[config.mk]
export PLATFORM = sky130hd
export DESIGN_NAME = vln_sumsq
export DESIGN_NICKNAME = d
export VERILOG_FILES = /design/src/rtl/vln_sumsq.sv
export SDC_FILE = /design/constraint.sdc
export NUM_CORES = 2
export LEC_CHECK = 0
export BUFFER_PORTS_ARGS = -buffer_cell sky130_fd_sc_hd__buf_2
export CORE_UTILIZATION = 55
export CTS_CLUSTER_DIAMETER = 40
export DETAILED_ROUTE_END_ITERATION = 10
export HOLD_SLACK_MARGIN = 0.03
export PLACE_DENSITY_LB_ADDON = 0.15
export SLEW_MARGIN = 10
export SYNTH_ARGS = -nofsm -noshare
export SYNTH_HDL_FRONTEND = slang
export SYNTH_SLANG_ARGS = --single-unit
[constraint.sdc]
create_clock -name clk -period 8.07 [get_ports clk]
set_input_delay 0.4035 -clock clk [delete_from_list [all_inputs] [get_ports clk]]
set_output_delay 0.4035 -clock clk [all_outputs]
set_load 0.03 [all_outputs]
[src/rtl/vln_sumsq.sv]
// Two-stage front end: clamp count, take magnitudes, square, then sum.
// Uses vln_pkg nothing; widths follow CB.
`default_nettype none
module vln_sumsq #(
  parameter int CB = 16
) (
  input  wire logic                 clk,
  input  wire logic                 rst_n,
  input  wire logic                 en,
  input  wire logic                 vld_i,
  input  wire logic [1:0]           opc_i,
  input  wire logic [2:0]           cnt_i,
  input  wire logic signed [CB-1:0] comp_i [4],
  output logic                      vld_o,
  output logic [1:0]                opc_o,
  output logic [2*CB:0]             s_o,
  output logic                      zero_o,
  output logic [3:0]                neg_o,
  output logic [CB-1:0]             abs_o [4]
);

  localparam int SB = 2 * CB + 1;

  logic [3:0]        use_c;
  logic [CB-1:0]     abs_nxt [4];
  logic [3:0]        neg_nxt;

  logic              vld1_r;
  logic [1:0]        opc1_r;
  logic [3:0]        neg1_r;
  logic [CB-1:0]     abs1_r [4];
  logic [2*CB-1:0]   sq1_r [4];

  logic              vld2_r;
  logic [1:0]        opc2_r;
  logic [3:0]        neg2_r;
  logic [CB-1:0]     abs2_r [4];
  logic [SB-1:0]     s2_r;
  logic [SB-1:0]     s_nxt;

  always_comb begin
    use_c[0] = 1'b1;
    use_c[1] = 1'b1;
    use_c[2] = (cnt_i >= 3'd3);
    use_c[3] = (cnt_i >= 3'd4);
    for (int i = 0; i < 4; i++) begin
      neg_nxt[i] = use_c[i] & comp_i[i][CB-1];
      if (!use_c[i]) begin
        abs_nxt[i] = '0;
      end else if (comp_i[i][CB-1]) begin
        abs_nxt[i] = ~comp_i[i] + 1'b1;
      end else begin
        abs_nxt[i] = comp_i[i];
      end
    end
  end

  always_comb begin
    s_nxt = SB'(sq1_r[0]) + SB'(sq1_r[1]) + SB'(sq1_r[2]) + SB'(sq1_r[3]);
  end

  always_ff @(posedge clk) begin
    if (!rst_n) begin
      vld1_r <= 1'b0;
      vld2_r <= 1'b0;
    end else if (en) begin
      vld1_r <= vld_i;
      vld2_r <= vld1_r;
    end
  end

  always_ff @(posedge clk) begin
    if (en) begin
      opc1_r <= opc_i;
      neg1_r <= neg_nxt;
      for (int i = 0; i < 4; i++) begin
        abs1_r[i] <= abs_nxt[i];
        sq1_r[i]  <= abs_nxt[i] * abs_nxt[i];
      end
      opc2_r <= opc1_r;
      neg2_r <= neg1_r;
      abs2_r <= abs1_r;
      s2_r   <= s_nxt;
    end
  end

  assign vld_o  = vld2_r;
  assign opc_o  = opc2_r;
  assign s_o    = s2_r;
  assign zero_o = (s2_r == '0);
  assign neg_o  = neg2_r;
  assign abs_o  = abs2_r;

endmodule
`default_nettype wire

==> qor_table.md <==
| Stage | Result | Reported |
|:---|:---|:---|
| status | Run status | completed |
| die | Starting utilization of the core area | 0.560 |
| finish | Number of nets in the layout | 5,548 |
| timing | Tcrit/Tclk final | 0.937 |
| grt | Most congested layer reported by global routing | met2 |
| route | Number of remaining DRC errors | 0 |
| die | Number of rows in the core area | 99 |
| worst setup path | WP data arrival | 7.89 ns |
| clock tree | Resized cells post-CTS | 0 |
| worst setup path | Count of cell instances traversed by the critical path | 25 |
| timing | Setup violation total in the final timing report | 0 |
| die | Die Wd | 276 µm |
| worst setup path | Cell at the slowest stage of the critical path | a2111oi_0 |
| timing | TNS Setup | 0 ns |
| timing | Number of pins exceeding their max-slew limit in the final report | 0 |
| die | Y dimension of the die | 276 µm |
| logic synthesis | Post-synthesis area per instance | 10.2 µm² |
| worst setup path | Launching element type of the critical path | input port |
| grt | Met3 track utilization from global routing | 0.0407 |
| worst setup path | Combined buffer and inverter count along the critical path | 5 |
| clock tree | Worst-case clock buffer depth | 3 |
| grt | Met1 Use GR | 0.374 |
| logic synthesis | Proportion of register bits with asynchronous set or reset after synthesis | 0 |
| clock tree | Insertion delay to the later sink of the worst-skew pair | 0.61 ns |
| worst setup path | Cell repeated most along the worst path | fa_1 |
| grt | Vias in the first global route | 29,787 |
| worst setup path | FF-to-FF setup slack | 3.51 ns |
| logic synthesis | Synth warn | 0 |
| worst hold path | Worst min-delay path class | input port to flop |
| worst setup path | Critical path class | input port to flop |
| clock tree | Number of buffers created by CTS | 51 |
| die | Total core area | 0.0735 mm² |
| timing | Pin slew with the least headroom to its limit | 1.07 ns |
| logic synthesis | Post-synth EDFFs | 293 |
| timing | Minimum clock period | 7.56 ns |
| route | Antenna-violating nets left | 0 |
| finish | Share of post-route cells with drive strength above 1 | 0.0984 |
| worst setup path | Kind of cell with the highest combined delay on the critical path | adder cells |
| placed design | Routability cong. | 0.900 |
| worst setup path | Worst Reg-to-Reg Cells | 13 |
| placed design | IO Port Bufs | 177 |
| timing | Worst setup skew after layout | 0.0297 ns |
| clock tree | CTS sink cnt | 295 |
| route | Final wirelength | 94.7 mm |
| timing | Number of hold violations in the final report | 0 |
| worst setup path | Required time of the worst setup path | 8.40 ns |
| finish | Commonest non-fill, non-tap cells in the layout | 953 x inv_1, 720 x fa_1, 418 x ha_1 |
| route | TritonRoute pass-1 iters | 5 |
| clock tree | CTS root buf | clkbuf_16 |
| route | Final routed wire length divided by cell count | 17.7 µm |
| worst hold path | Cells on Worst Hold Path | 3 |
| job | Max-capacitance violation count | 0 |
| logic synthesis | Most common flop cell mapped by yosys | edfxtp_1 |
| logic synthesis | Fraction of the yosys area taken by sequential cells | 0.215 |
| worst setup path | Worst path max stage delay | 0.70 ns |
| placed design | Dpl hpwl | 79.4 mm |
| finish | Number of filler cells placed in the layout | 6,179 |
| grt | Met2 usage | 0.434 |
| worst setup path | Crit-path max FO | 7 |
| grt | Number of antenna violations at the first check in global routing | 3 |
| route | Routed via count | 28,529 |
| grt | Global-route wire length before repair | 156 mm |
| grt | Overall routing resource usage | 0.266 |
| die | Number of primary I/O pins | 178 |
| grt | Total gr overflow | 0 |
| route | DRT iter0 DRCs | 1,875 |
| timing | Setup repair after global routing missed its margin | false |
| finish | Most frequent standard cell in the layout excluding fill and tap cells | inv_1 |
| clock tree | Clock transition at the registers of the reported paths | 0.06 ns |
| clock tree | # H-tree levels | 2 |
| logic synthesis | Netlist Area Pre-Place | 0.0412 mm² |
| clock tree | Clock tree from TritonCTS | yes |
| die | Die Footprint | 0.0759 mm² |
| grt | Largest net degree at the start of global routing | 155 |
| route | Via-to-Cell Ratio | 5.34 |
| timing | Worst relative slew slack | 0.278 |
| timing | Maximum clock frequency | 0.132 GHz |
| logic synthesis | Cell variety after synth | 75 |
| logic synthesis | Total of flip-flops plus latches after synthesis | 295 |
| logic synthesis | Count of mapped cells out of synthesis | 4,015 |
| finish | Layout area overhead | 11.5% |
| worst setup path | Endpoint type of the worst setup path | flop |
-- cell families (layout without fill, tap and decap cells) --
group	count (synthesis)	after routing	synth area share
compound gates	445	445	0.0708
xor+xnor	207	207	0.0445
fa+ha+maj	1138	1138	0.477
buf+inv	1058	1375	0.0969
flops	295	295	0.215
mux	5	5	0.00122
other cells	2	50	0.000182
simple gates	865	865	0.0942
-- worst paths after layout --
kind / end / from
min: vld1_r / vld_i
min reg2reg: abs_o[53] / abs1_r[53]
max: sq1_r[2][28] / comp_i[20]
max reg2reg: s_o[32] / sq1_r[0][2]
-- synthesized netlist by cell type (all sizes together), types with 11 or more instances --
master,n,area [µm²]
a211oi,15,118
a21o,93,698
a21oi,123,616
a31oi,18,113
and2,19,119
and3,19,119
clkbuf,72,270
clkinv,16,65.1
edfxtp,293,8800
fa,720,14400
ha,418,5230
inv,961,3610
nand2,351,1330
nand2b,22,138
nand3,46,230
nand4,11,68.8
nor2,267,1000
nor2b,26,163
nor3,31,155
nor4,11,90.1
o211ai,11,82.6
o21a,13,97.6
o21ai,72,360
o21bai,12,90.1
o31ai,27,203
or2,18,113
or3,12,75.1
or4,14,113
xnor2,119,1040
xor2,88,790
-- worst min-delay path, delay by kind of cell --
kind | cells | cell delay [ns]
and+or+nand+nor | 1 | 0.10
buffers and inverters | 1 | 0.07
muxes | 1 | 0.06
-- stage by stage --
step | area [µm²] | utilization | worst slack, ns | hold slack [ns] | cells
CTS | 45900 | 0.624 | 0.613 | 0.0372 | 5338
detailed placement | 44100 | 0.600 | 0.00675 | 0.405 | 5240
global placement | 44100 | 0.600 | 0.0813 | 0.401 | 5240
finish | 45900 | 0.624 | 0.510 | 0.0658 | 5339
floorplan | 41300 | - | 0.263 | 0.400 | 4062
global route | 45900 | 0.624 | 0.124 | 0.0776 | 5338
-- flip-flops by register name, indices dropped and copies added (netlist names), 2 cells and up --
signal / cells
abs1_r: 64
abs_o: 64
neg_o: 4
opc_o: 2
opc1_r: 2
s_o: 33
neg1_r: 4
sq1_r: 120
-- final cells by class --
class                           instances  area [µm²]  area share
Antenna cell                            1        2.50   0.0000546
Tap cell                              959        1200      0.0262
Timing Repair Buffer                  303        1860      0.0406
Clock buffer                           56        1340      0.0292
Inverter                              977        3670      0.0801
Clock inverter                         39         443     0.00966
Sequential cell                       295        8840       0.193
Multi-Input combinational cell       2709       28500       0.622
-- metal layers --
| layer | part of all wire | vias to the layer above |
|---|---|---|
| met5 | 0 | - |
| met4 | 0.024 | 0 |
| met3 | 0.064 | 130 |
| met2 | 0.48 | 752 |
| met1 | 0.43 | 14372 |
| li1 | - | 13275 |
-- repair_timing --
item                                   CTS  global route
hold buffers                             3             0
endpoints found under the hold margin    4             0
buffers inserted                         0             0
Power is left out: the tool's default activity adds up to more than one toggle a clock period on the data nets, which glitch-free logic cannot reach.
