==> src/rtl/vln_isqrt.sv <==
// Pipelined integer square root, one root bit per stage (CB+1 stages).
// Carries the vector payload alongside; no package use.
`default_nettype none
module vln_isqrt #(
  parameter int CB = 16
) (
  input  wire logic           clk,
  input  wire logic           rst_n,
  input  wire logic           en,
  input  wire logic           vld_i,
  input  wire logic [1:0]     opc_i,
  input  wire logic [2*CB:0]  s_i,
  input  wire logic           zero_i,
  input  wire logic [3:0]     neg_i,
  input  wire logic [CB-1:0]  abs_i [4],
  output logic                vld_o,
  output logic [1:0]          opc_o,
  output logic [2*CB:0]       s_o,
  output logic                zero_o,
  output logic [3:0]          neg_o,
  output logic [CB-1:0]       abs_o [4],
  output logic [CB:0]         root_o
);

  localparam int SB = 2 * CB + 1;
  localparam int NB = CB + 1;
  localparam int RB = CB + 1;
  localparam int RW = CB + 3;

  logic           vld_r  [1:NB];
  logic [1:0]     opc_r  [1:NB];
  logic [SB-1:0]  s_r    [1:NB];
  logic           zero_r [1:NB];
  logic [3:0]     neg_r  [1:NB];
  logic [CB-1:0]  abs_r  [1:NB][4];
  logic [RW-1:0]  rem_r  [1:NB];
  logic [RB-1:0]  root_r [1:NB];

  for (genvar k = 0; k < NB; k++) begin : g_stage
    logic           vld_c;
    logic [1:0]     opc_c;
    logic [SB-1:0]  s_c;
    logic           zero_c;
    logic [3:0]     neg_c;
    logic [CB-1:0]  abs_c [4];
    logic [RW-1:0]  rem_c;
    logic [RB-1:0]  root_c;
    logic [2*NB-1:0] spad;
    logic [RW-1:0]  rsh;
    logic [RW-1:0]  trial;
    logic           ge;
    logic [RW-1:0]  rem_nxt;
    logic [RB-1:0]  root_nxt;

    if (k == 0) begin : g_first
      assign vld_c  = vld_i;
      assign opc_c  = opc_i;
      assign s_c    = s_i;
      assign zero_c = zero_i;
      assign neg_c  = neg_i;
      assign abs_c  = abs_i;
      assign rem_c  = '0;
      assign root_c = '0;
    end else begin : g_rest
      assign vld_c  = vld_r[k];
      assign opc_c  = opc_r[k];
      assign s_c    = s_r[k];
      assign zero_c = zero_r[k];
      assign neg_c  = neg_r[k];
      assign abs_c  = abs_r[k];
      assign rem_c  = rem_r[k];
      assign root_c = root_r[k];
    end

    always_comb begin
      spad     = (2*NB)'(s_c);
      rsh      = {rem_c[RW-3:0], spad[2*(NB-1-k) +: 2]};
      trial    = {root_c, 2'b01};
      ge       = (rsh >= trial);
      rem_nxt  = ge ? (rsh - trial) : rsh;
      root_nxt = {root_c[RB-2:0], ge};
    end

    always_ff @(posedge clk) begin
      if (!rst_n) begin
        vld_r[k+1] <= 1'b0;
      end else if (en) begin
        vld_r[k+1] <= vld_c;
      end
    end

    always_ff @(posedge clk) begin
      if (en) begin
        opc_r[k+1]  <= opc_c;
        s_r[k+1]    <= s_c;
        zero_r[k+1] <= zero_c;
        neg_r[k+1]  <= neg_c;
        abs_r[k+1]  <= abs_c;
        rem_r[k+1]  <= rem_nxt;
        root_r[k+1] <= root_nxt;
      end
    end
  end

  assign vld_o  = vld_r[NB];
  assign opc_o  = opc_r[NB];
  assign s_o    = s_r[NB];
  assign zero_o = zero_r[NB];
  assign neg_o  = neg_r[NB];
  assign abs_o  = abs_r[NB];
  assign root_o = root_r[NB];

endmodule
`default_nettype wire

==> config.mk <==
export PLATFORM = sky130hd
export DESIGN_NAME = vln_isqrt
export DESIGN_NICKNAME = d
export VERILOG_FILES = /design/src/rtl/vln_isqrt.sv
export SDC_FILE = /design/constraint.sdc
export NUM_CORES = 2
export LEC_CHECK = 0
export BUFFER_PORTS_ARGS = -buffer_cell sky130_fd_sc_hd__buf_2
export CAP_MARGIN = 10
export CELL_PAD_IN_SITES_DETAIL_PLACEMENT = 1
export CELL_PAD_IN_SITES_GLOBAL_PLACEMENT = 2
export CORE_MARGIN = 2
export CORE_UTILIZATION = 45
export DETAILED_ROUTE_END_ITERATION = 7
export PLACE_DENSITY_LB_ADDON = 0.1
export SKIP_CTS_REPAIR_TIMING = 1
export SYNTH_ARGS = -nofsm -noshare
export SYNTH_HDL_FRONTEND = slang
export SYNTH_SLANG_ARGS = --single-unit
export TNS_END_PERCENT = 100
==> constraint.sdc <==
create_clock -name clk -period 4.69 [get_ports clk]
set_input_delay 1.1725 -clock clk [delete_from_list [all_inputs] [get_ports clk]]
set_output_delay 1.1725 -clock clk [all_outputs]
set_load 0.01 [all_outputs]
==> qor.csv <==
stage,metric,value,unit
timing,Final Cycle Share,71.6,%
critical_path,r2r setup slk,1330,ps
power,Pleak,0.0315,uW
synthesis,post-synthesis sequential area ratio,85.3,%
placed_design,Port Buffer Count,229,
cts,Worst-Skew Late Latency,840,ps
synthesis,Yosys top cell by area,edfxtp_1,
grt,Total Routing Usage GR,13.6,%
synthesis,largest family of logic cells by synthesized area,compound AO/OA/AOI/OAI gates,
critical_path,instance count on the critical path,7,
routing,via count,32700,
cts,Clock Pin Slew Worst Setup and Hold Paths,60,ps
critical_path,worst-path maximum fanout,18,
routing,total iterations of the first detailed-routing run,5,
cts,clock buffer count from CTS,220,
synthesis,Netlist cell types,77,
routing,Iter 0 DRT Violations,1741,
synthesis,Yosys reg bits,2171,
critical_path,startpoint class of the critical path,flip-flop,
grt,global-route wire length before repair,186000,um
timing,Clock Skew,48.1,ps
timing,Finish-stage setup viols,0,
timing,Period minus WS final,3360,ps
synthesis,warnings from Yosys,0,
synthesis,Post-Synth Simple-Gate Area,3.68,%
timing,Final Hold Vio Count,0,
synthesis,Post-Synth Adder-Cell Area,2.78,%
grt,vias in the first global route,34000,
routing,Detailed Route WL,117000,um
synthesis,syn_nets,4169,
floorplan,Core ar.,0.169,mm2
synthesis,Syn Inst Count,3891,
critical_path,CP Class,flip-flop to flip-flop,
placed_design,cell total after placement,6311,
critical_path,"most used cell, CP",nand2_1,
routing,ANT nets after route,0,
routing,DRC violations left,0,
timing,relative slew slack,32.0,%
critical_path,"Req. time, crit path",5230,ps
critical_path,crit path buf inv count,0,
power,peak supply drop,0.365,mV
cts,CTS H-tree depth,4,
timing,Sum Neg Setup Slack,0,ps
timing,fmax,298,MHz
timing,unrepaired setup endpoints after global routing,no,
routing,vias per inst,4.86,
grt,total gr overflow,0,
critical_path,Worst setup EP type,flip-flop,
timing,worst slew pin tran,1020,ps
synthesis,Synth Area in Compound Gates,3.80,%
synthesis,Netlist Area Pre-Place,0.0765,mm2
status,status,completed,
synthesis,Synth area leaders,"edfxtp_1, ha_1, xnor2_1",
synthesis,mux share of post-synthesis cell area,0.668,%
power,Final Power,43800,uW
cts,TritonCTS Sinks,2171,
placed_design,Final Wtd Congestion,0.826,
final_layout,final std cells w/o fill,6721,
synthesis,number of enable flip-flop cells after synthesis,2171,
critical_path,CP arrival,3900,ps
critical_path,"critical path, cell by cell",ha_1 > nand2_1 > o31ai_1 > o21ai_0 > a31o_2 > nand2_1 > mux2_2,
cts,CTS tree,done,
floorplan,die height,416,um
worst_hold_path,Hold Crit Class,flip-flop to flip-flop,
run,number of max-cap violations,0,
final_layout,share of post-route cells with drive strength above 1,14.9,%
grt,largest net degree at the start of global routing,134,
final_layout,Area Growth Syn to Fin,14.7,%
power,Power Density,500,mW/mm2
synthesis,Synth Area per Inst,19.7,um2
grt,initial antenna violation count,10,
cts,Clock Tree Root,clkbuf_16,
critical_path,cell class contributing the biggest share of worst-path delay,compound AO/OA/AOI/OAI gates,
synthesis,Async SR Flop Fraction,0,%
critical_path,CP max stage delay,540,ps
routing,DR WL/cell,17.4,um
final_layout,# diodes,0,
synthesis,Synth top area share,85.3,%
placed_design,HPWL after DPL,74300,um
synthesis,Synth Area in XOR/XNOR,1.98,%
floorplan,initial cell density of the core,45.2,%
critical_path,R2R depth,7,
worst_hold_path,hold path depth,0,
cts,CTS max path bufs,3,
floorplan,die width,416,um
floorplan,Die ar.,0.173,mm2
critical_path,Crit-path slowest cell,nand2_1,
final_layout,NumNets Final,4593,
floorplan,Top Ports,230,
placed_design,area of placed instances,0.0806,mm2
floorplan,Rows,151,
timing,fin. max-slew vios,0,
synthesis,ys flop type,edfxtp_1,
timing,hold_ws,395,ps
final_layout,final instance area,0.0877,mm2
## metrics by stage
step | util [%] | setup WS (ps)
floorplan | - | 2040
global placement | 47.7 | 1380
detailed placement | 47.7 | 1330
CTS | 51.9 | 1280
global route | 51.9 | 1040
finish | 51.9 | 1330
## cells by family (layout without fill, tap and decap cells)
| kind of cell | Yosys count | in the layout |
|---|---|---|
| other cells | 1 | 1 |
| flops | 2171 | 2171 |
| fa+ha+maj | 170 | 170 |
| buf+inv | 303 | 915 |
| compound gates | 469 | 469 |
| simple gates | 558 | 558 |
| xor+xnor | 173 | 173 |
| mux | 46 | 46 |
## cells in the mapped netlist (40+ instances only)
cell type	n
edfxtp_1	2171
buf_4	65
xnor2_1	94
xor2_1	79
mux2_2	40
nor2_1	146
inv_1	208
a21o_1	42
nand2_1	127
ha_1	170
o21ai_0	138
a21oi_1	133
nor3_1	48
## cell usage in the layout (no fill, tap or decap), drive strengths merged, types with 49 or more instances in the layout
cell type	count
a21oi	133
buf	297
clkbuf	266
clkinv	99
edfxtp	2171
ha	170
inv	219
nand2	129
nor2	147
nor3	49
o21ai	141
xnor2	94
xor2	79
## where the power goes
part           total (uW)  switching, uW  internal [uW]
Sequential          23700            579          23100
Clock               17000           7170           9830
Combinational        3100           1830           1260
Total               43800           9580          34200
## flip-flops by register name, indices dropped and copies added, names as in the netlist
| register | cells |
|---|---|
| rem_r | 250 |
| zero_r | 17 |
| root_r | 137 |
| neg_r | 68 |
| s_r | 560 |
| vld_r | 17 |
| abs_r | 1088 |
| opc_r | 34 |
## final timing paths
| kind | start | endpoint |
|---|---|---|
| setup / recovery | rem_r[3][2] | rem_r[3][28] |
| hold / removal | s_r[0][307] | s_r[0][340] |
| hold reg to reg | s_r[0][307] | s_r[0][340] |
| setup reg to reg | rem_r[3][2] | rem_r[3][28] |
## per-layer routing
metal	share of wire [%]	GRT usage, %	routed length (um)	vias up
li1	-	-	-	15800
met1	43	17.0	50400	16100
met2	50	23.2	58500	455
met3	3.5	2.88	4140	269
met4	3.3	5.42	3870	0
met5	0	0	0	-
## area by class of cell
class / count / area [um2]
Fill cell: 15100 / 81400
Tap cell: 2218 / 2780
Clock buffer: 266 / 5740
Sequential cell: 2171 / 65200
Inverter: 208 / 781
Multi-Input combinational cell: 1417 / 9880
Clock inverter: 144 / 1380
Timing Repair Buffer: 297 / 1950
(Power assumes the default switching activity.)
