===== src/rtl/vln_pkg.sv =====
// Package for the vector length / normalise unit.
// Opcode codes and fixed Q1.14 constants; no dependencies.
`default_nettype none
package vln_pkg;

  localparam logic [1:0] OP_LENGTH    = 2'd0;
  localparam logic [1:0] OP_SQUARED   = 2'd1;
  localparam logic [1:0] OP_NORMALISE = 2'd2;

  localparam int Q_FRAC = 14;          // Q1.14 fraction bits
  localparam int Q_BITS = Q_FRAC + 1;  // quotient bits, |q| <= 2^14
  localparam int NORM_BITS = 16;       // signed Q1.14 word

endpackage
`default_nettype wire


===== src/rtl/vln_div.sv =====
// Four-lane pipelined restoring divider, |c|*2^14 / r, one quotient bit
// per stage. Depends on vln_pkg for the Q1.14 constants.
`default_nettype none
module vln_div #(
  parameter int CB = 16
) (
  input  wire logic           clk,
  input  wire logic           rst_n,
  input  wire logic           en,
  input  wire logic           vld_i,
  input  wire logic [1:0]     opc_i,
  input  wire logic [2*CB:0]  s_i,
  input  wire logic           zero_i,
  input  wire logic [3:0]     neg_i,
  input  wire logic [CB-1:0]  abs_i [4],
  input  wire logic [CB:0]    root_i,
  output logic                vld_o,
  output logic [1:0]          opc_o,
  output logic [2*CB:0]       s_o,
  output logic                zero_o,
  output logic [3:0]          neg_o,
  output logic [CB:0]         root_o,
  output logic [vln_pkg::Q_BITS-1:0] quo_o [4]
);

  localparam int SB = 2 * CB + 1;
  localparam int QB = vln_pkg::Q_BITS;
  localparam int NW = CB + 2;

  logic           vld_r  [1:QB];
  logic [1:0]     opc_r  [1:QB];
  logic [SB-1:0]  s_r    [1:QB];
  logic           zero_r [1:QB];
  logic [3:0]     neg_r  [1:QB];
  logic [CB:0]    root_r [1:QB];
  logic [NW-1:0]  rem_r  [1:QB][4];
  logic [QB-1:0]  dl_r   [1:QB][4];
  logic [QB-1:0]  quo_r  [1:QB][4];

  for (genvar k = 0; k < QB; k++) begin : g_stage
    logic           vld_c;
    logic [1:0]     opc_c;
    logic [SB-1:0]  s_c;
    logic           zero_c;
    logic [3:0]     neg_c;
    logic [CB:0]    root_c;
    logic [NW-1:0]  rem_c [4];
    logic [QB-1:0]  dl_c  [4];
    logic [QB-1:0]  quo_c [4];
    logic [NW-1:0]  rem_nxt [4];
    logic [QB-1:0]  dl_nxt  [4];
    logic [QB-1:0]  quo_nxt [4];

    if (k == 0) begin : g_first
      assign vld_c  = vld_i;
      assign opc_c  = opc_i;
      assign s_c    = s_i;
      assign zero_c = zero_i;
      assign neg_c  = neg_i;
      assign root_c = root_i;
      for (genvar l = 0; l < 4; l++) begin : g_lane
        assign rem_c[l] = NW'(abs_i[l] >> 1);
        assign dl_c[l]  = {abs_i[l][0], {(QB-1){1'b0}}};
        assign quo_c[l] = '0;
      end
    end else begin : g_rest
      assign vld_c  = vld_r[k];
      assign opc_c  = opc_r[k];
      assign s_c    = s_r[k];
      assign zero_c = zero_r[k];
      assign neg_c  = neg_r[k];
      assign root_c = root_r[k];
      assign rem_c  = rem_r[k];
      assign dl_c   = dl_r[k];
      assign quo_c  = quo_r[k];
    end

    always_comb begin
      logic [NW-1:0] rsh;
      logic          ge;
      for (int l = 0; l < 4; l++) begin
        rsh        = {rem_c[l][NW-2:0], dl_c[l][QB-1]};
        ge         = (rsh >= NW'(root_c));
        rem_nxt[l] = ge ? (rsh - NW'(root_c)) : rsh;
        dl_nxt[l]  = {dl_c[l][QB-2:0], 1'b0};
        quo_nxt[l] = {quo_c[l][QB-2:0], ge};
      end
    end

    always_ff @(posedge clk) begin
      if (!rst_n) begin
        vld_r[k+1] <= 1'b0;
      end else if (en) begin
        vld_r[k+1] <= vld_c;
      end
    end

    always_ff @(posedge clk) begin
      if (en) begin
        opc_r[k+1]  <= opc_c;
        s_r[k+1]    <= s_c;
        zero_r[k+1] <= zero_c;
        neg_r[k+1]  <= neg_c;
        root_r[k+1] <= root_c;
        rem_r[k+1]  <= rem_nxt;
        dl_r[k+1]   <= dl_nxt;
        quo_r[k+1]  <= quo_nxt;
      end
    end
  end

  assign vld_o  = vld_r[QB];
  assign opc_o  = opc_r[QB];
  assign s_o    = s_r[QB];
  assign zero_o = zero_r[QB];
  assign neg_o  = neg_r[QB];
  assign root_o = root_r[QB];
  assign quo_o  = quo_r[QB];

endmodule
`default_nettype wire


===== config.mk =====
export PLATFORM = sky130hd
export DESIGN_NAME = vln_div
export DESIGN_NICKNAME = d
export VERILOG_FILES = /design/src/rtl/vln_pkg.sv /design/src/rtl/vln_div.sv
export SDC_FILE = /design/constraint.sdc
export NUM_CORES = 2
export LEC_CHECK = 0
export ABC_CLOCK_PERIOD_IN_PS = 4250
export BUFFER_PORTS_ARGS = -buffer_cell sky130_fd_sc_hd__buf_2
export CORE_MARGIN = 8
export CORE_UTILIZATION = 55
export CTS_CLUSTER_DIAMETER = 80
export CTS_CLUSTER_SIZE = 12
export DETAILED_ROUTE_END_ITERATION = 8
export PLACE_DENSITY = 0.71
export SETUP_SLACK_MARGIN = 0.2
export SKIP_CTS_REPAIR_TIMING = 1
export SYNTH_ARGS = -nofsm -noshare
export SYNTH_HDL_FRONTEND = slang
export SYNTH_SLANG_ARGS = --single-unit

===== constraint.sdc =====
create_clock -name clk -period 4.25 [get_ports clk]
set_input_delay 0.85 -clock clk [delete_from_list [all_inputs] [get_ports clk]]
set_output_delay 0.85 -clock clk [all_outputs]
set_load 0.01 [all_outputs]

==> qor.csv <==
metric,value,unit
min Tclk post-route,3.848,ns
CP Cell Sequence,inv_1 -> ha_1 -> nor2b_1 -> o2111ai_1 -> nand3_1 -> a41oi_2 -> a211oi_1 -> a311o_1 -> a211oi_4 -> buf_4 -> mux2_2,
CTS Buf Count,216,
Slew Limit Fails,0,
Worst R2R Start,root_r[0][172],
syn avg cell area,12.41,sq um
total track usage,26.20,%
Layout area overhead,9.989,%
routed via count,83290,
antenna-violating nets left,0,
Die ar.,0.2441,sq mm
die height,494.1,um
design area,0.1383,sq mm
Critical-path top delay cell,edfxtp_1,
status,"complete, no violations",
Yosys top cell area share,54.98,%
Final Skew,0.08903,ns
met2 WL,152.8,mm
fin nets,11810,
required time of the critical path,4.84,ns
GP Congestion,0.9878,
Setup CP Type,flop to flop,
Final HPWL DP,254.8,mm
vias per inst,6.096,
drt drc,0,
Core ar.,0.2273,sq mm
CTS tree,done,
largest area contributor in the netlist,edfxtp_1,
hold crit path type,primary input to flop,
Metal-1 WL,142.0,mm
initial antenna violation count,6,
min-delay src,s_i[17],
CP endpoint kind,flop,
RSZ-0062 raised after global routing,false,
"Cell Area, Placed",0.1322,sq mm
reported leakage power,54.03,nW
Root Buffer,clkbuf_16,
Post-Syn Area,0.1257,sq mm
worst skew pair latency,0.90,ns
Peak VDD IR,0.4661,mV
top post-synthesis cells by area,"edfxtp_1 55%, ha_1 10%, mux2_2 4.9%, xnor2_1 2.8%, o21ai_0 2.5%",
most frequent cells after synthesis,"2302 x edfxtp_1, 1012 x ha_1, 639 x o21ai_0",
Port Buf Inserts,242,
Top Metal Used,met4,
relative slew slack,30.38,%
"Hold Violations, Final",0,
vias in the first global route,80990,
global-route wire length before repair,493.1,mm
"FFs w/ async S/R, synth",0,%
Post-synth EDFFs,2302,
PwrDens,743.1,mW/mm^2
Cell Rows,175,
CP Launch Type,flop,
Synth Instances,10130,
Max H-tree Level,4,
Ys Warns,0,
Overflow after GRT,0,
prevailing post-synth register cell,edfxtp_1,
I/O Pins,243,
Worst Path Arrival,4.44,ns
fmax,0.2599,GHz
post-synthesis sequential area ratio,54.98,%
number of library cell types mapped by synthesis,92,
wire per inst,24.12,um
clk slew on worst S/H paths,0.06,ns
CP Launch Point,root_r[0][172],
Post-Syn Nets,11320,
pin count of the biggest net entering global routing,125,
met3 wire len,18.84,mm
cell with the most instances after synthesis,edfxtp_1,
register bit total from synthesis,2302,
clk sinks,2302,
Setup Viol. Count Final,0,
max_cap viols,0,
Final period util,90.54,%
CP peak stage delay,0.47,ns
maximum buffer depth of the clock tree,3,
setup TNS,0,ns
Die Wd,494.1,um
peak fanout along the critical path,18,
slew at the pin closest to its max-slew limit,1.044,ns
layout cell share with drive strength beyond 1,12.89,%
Initial Utilization,55.32,%
Total Routed Length,329.5,mm
DRT iter0 DRCs,7471,
Initial DRT Pass Iterations,6,
layout make-up:
type                            count  area [sq um]
Fill cell                       17710         89000
Sequential cell                  2302         69130
Multi-Input combinational cell   7153         54140
Clock buffer                      219          5416
Tap cell                         3009          3765
Timing Repair Buffer              452          3291
Inverter                          491          1843
Clock inverter                     36         696.9
Antenna cell                        1         2.502
worst max-delay path: cells and delay by family, from the launching register on:
family / cells / cell delay (ns)
adders and majority gates: 1 / 0.39
AOI/OAI and AO/OA: 5 / 1.50
DFF: 1 / 0.47
and+or+nand+nor: 2 / 0.38
muxes: 1 / 0.38
buffers and inverters: 2 / 0.48
layout by cell type (no fill, tap or decap), drive strengths merged, types with 40 or more instances in the layout:
cell type,count
nor2,587
mux2,550
o21a,202
o31a,48
ha,1012
and3,67
nand4,113
o21bai,46
nand2b,174
buf,452
o31ai,77
nor3,153
o21ai,647
mux2i,53
nand3,127
a211oi,62
a31oi,149
nor2b,204
a21o,357
a21oi,616
fa,56
xor2,253
inv,491
edfxtp,2302
and2,59
o211ai,40
a21boi,41
clkbuf,219
or3,67
nand2,520
xnor2,402
power breakdown:
part	internal, W	switching (W)
combinational	0.0210	0.0262
clock	0.00939	0.00826
sequential	0.0335	0.00437
total	0.0639	0.0388
routing by layer:
layer,vias up,GRT usage (%)
li1,39390,-
met1,40570,35.15
met2,2712,42.96
met3,619,3.752
met4,0,10.93
met5,-,0
path summary, 6_finish.rpt:
check        slack [ns]             to  cells past startpoint
max reg2reg        0.40  rem_r[0][835]                     11
max                0.40  rem_r[0][835]                     11
min                0.09     s_r[0][50]                      1
min reg2reg        0.37    s_r[0][171]                      0
flip-flops by register name, summed over array words and instances, names as in the netlist:
signal,flops
zero_r,15
root_r,255
neg_r,60
quo_r,480
rem_r,952
opc_r,30
s_r,495
vld_r,15
kinds of logic (layout without fill, tap and decap cells):
| group | count (synthesis) | count (layout) | share of synthesized area, % |
|---|---|---|---|
| muxes | 603 | 603 | 5.348 |
| other | 0 | 1 | 0 |
| adders and majority gates | 1068 | 1068 | 10.96 |
| and+or+nand+nor | 2248 | 2248 | 8.894 |
| xor gates and xnor gates | 655 | 655 | 4.563 |
| DFF | 2302 | 2302 | 54.98 |
| AOI/OAI and AO/OA | 2579 | 2579 | 13.19 |
| buffers and inverters | 676 | 1198 | 2.058 |
through the flow:
step	utilization (%)	total power [W]	setup slack, ns	cells	hold slack, ns
finish	60.84	0.1028	0.4022	13660	0.08852
floorplan	-	0.06960	0.6666	10130	0.4003
global placement	58.15	0.08353	0.3743	13410	0.4003
detailed placement	58.15	0.08437	0.3568	13410	0.4045
CTS	60.84	0.1026	0.4642	13660	0.00007844
global route	60.84	0.1086	0.2376	13660	0.02147
Note: power is estimated with default switching activity, not from simulation.
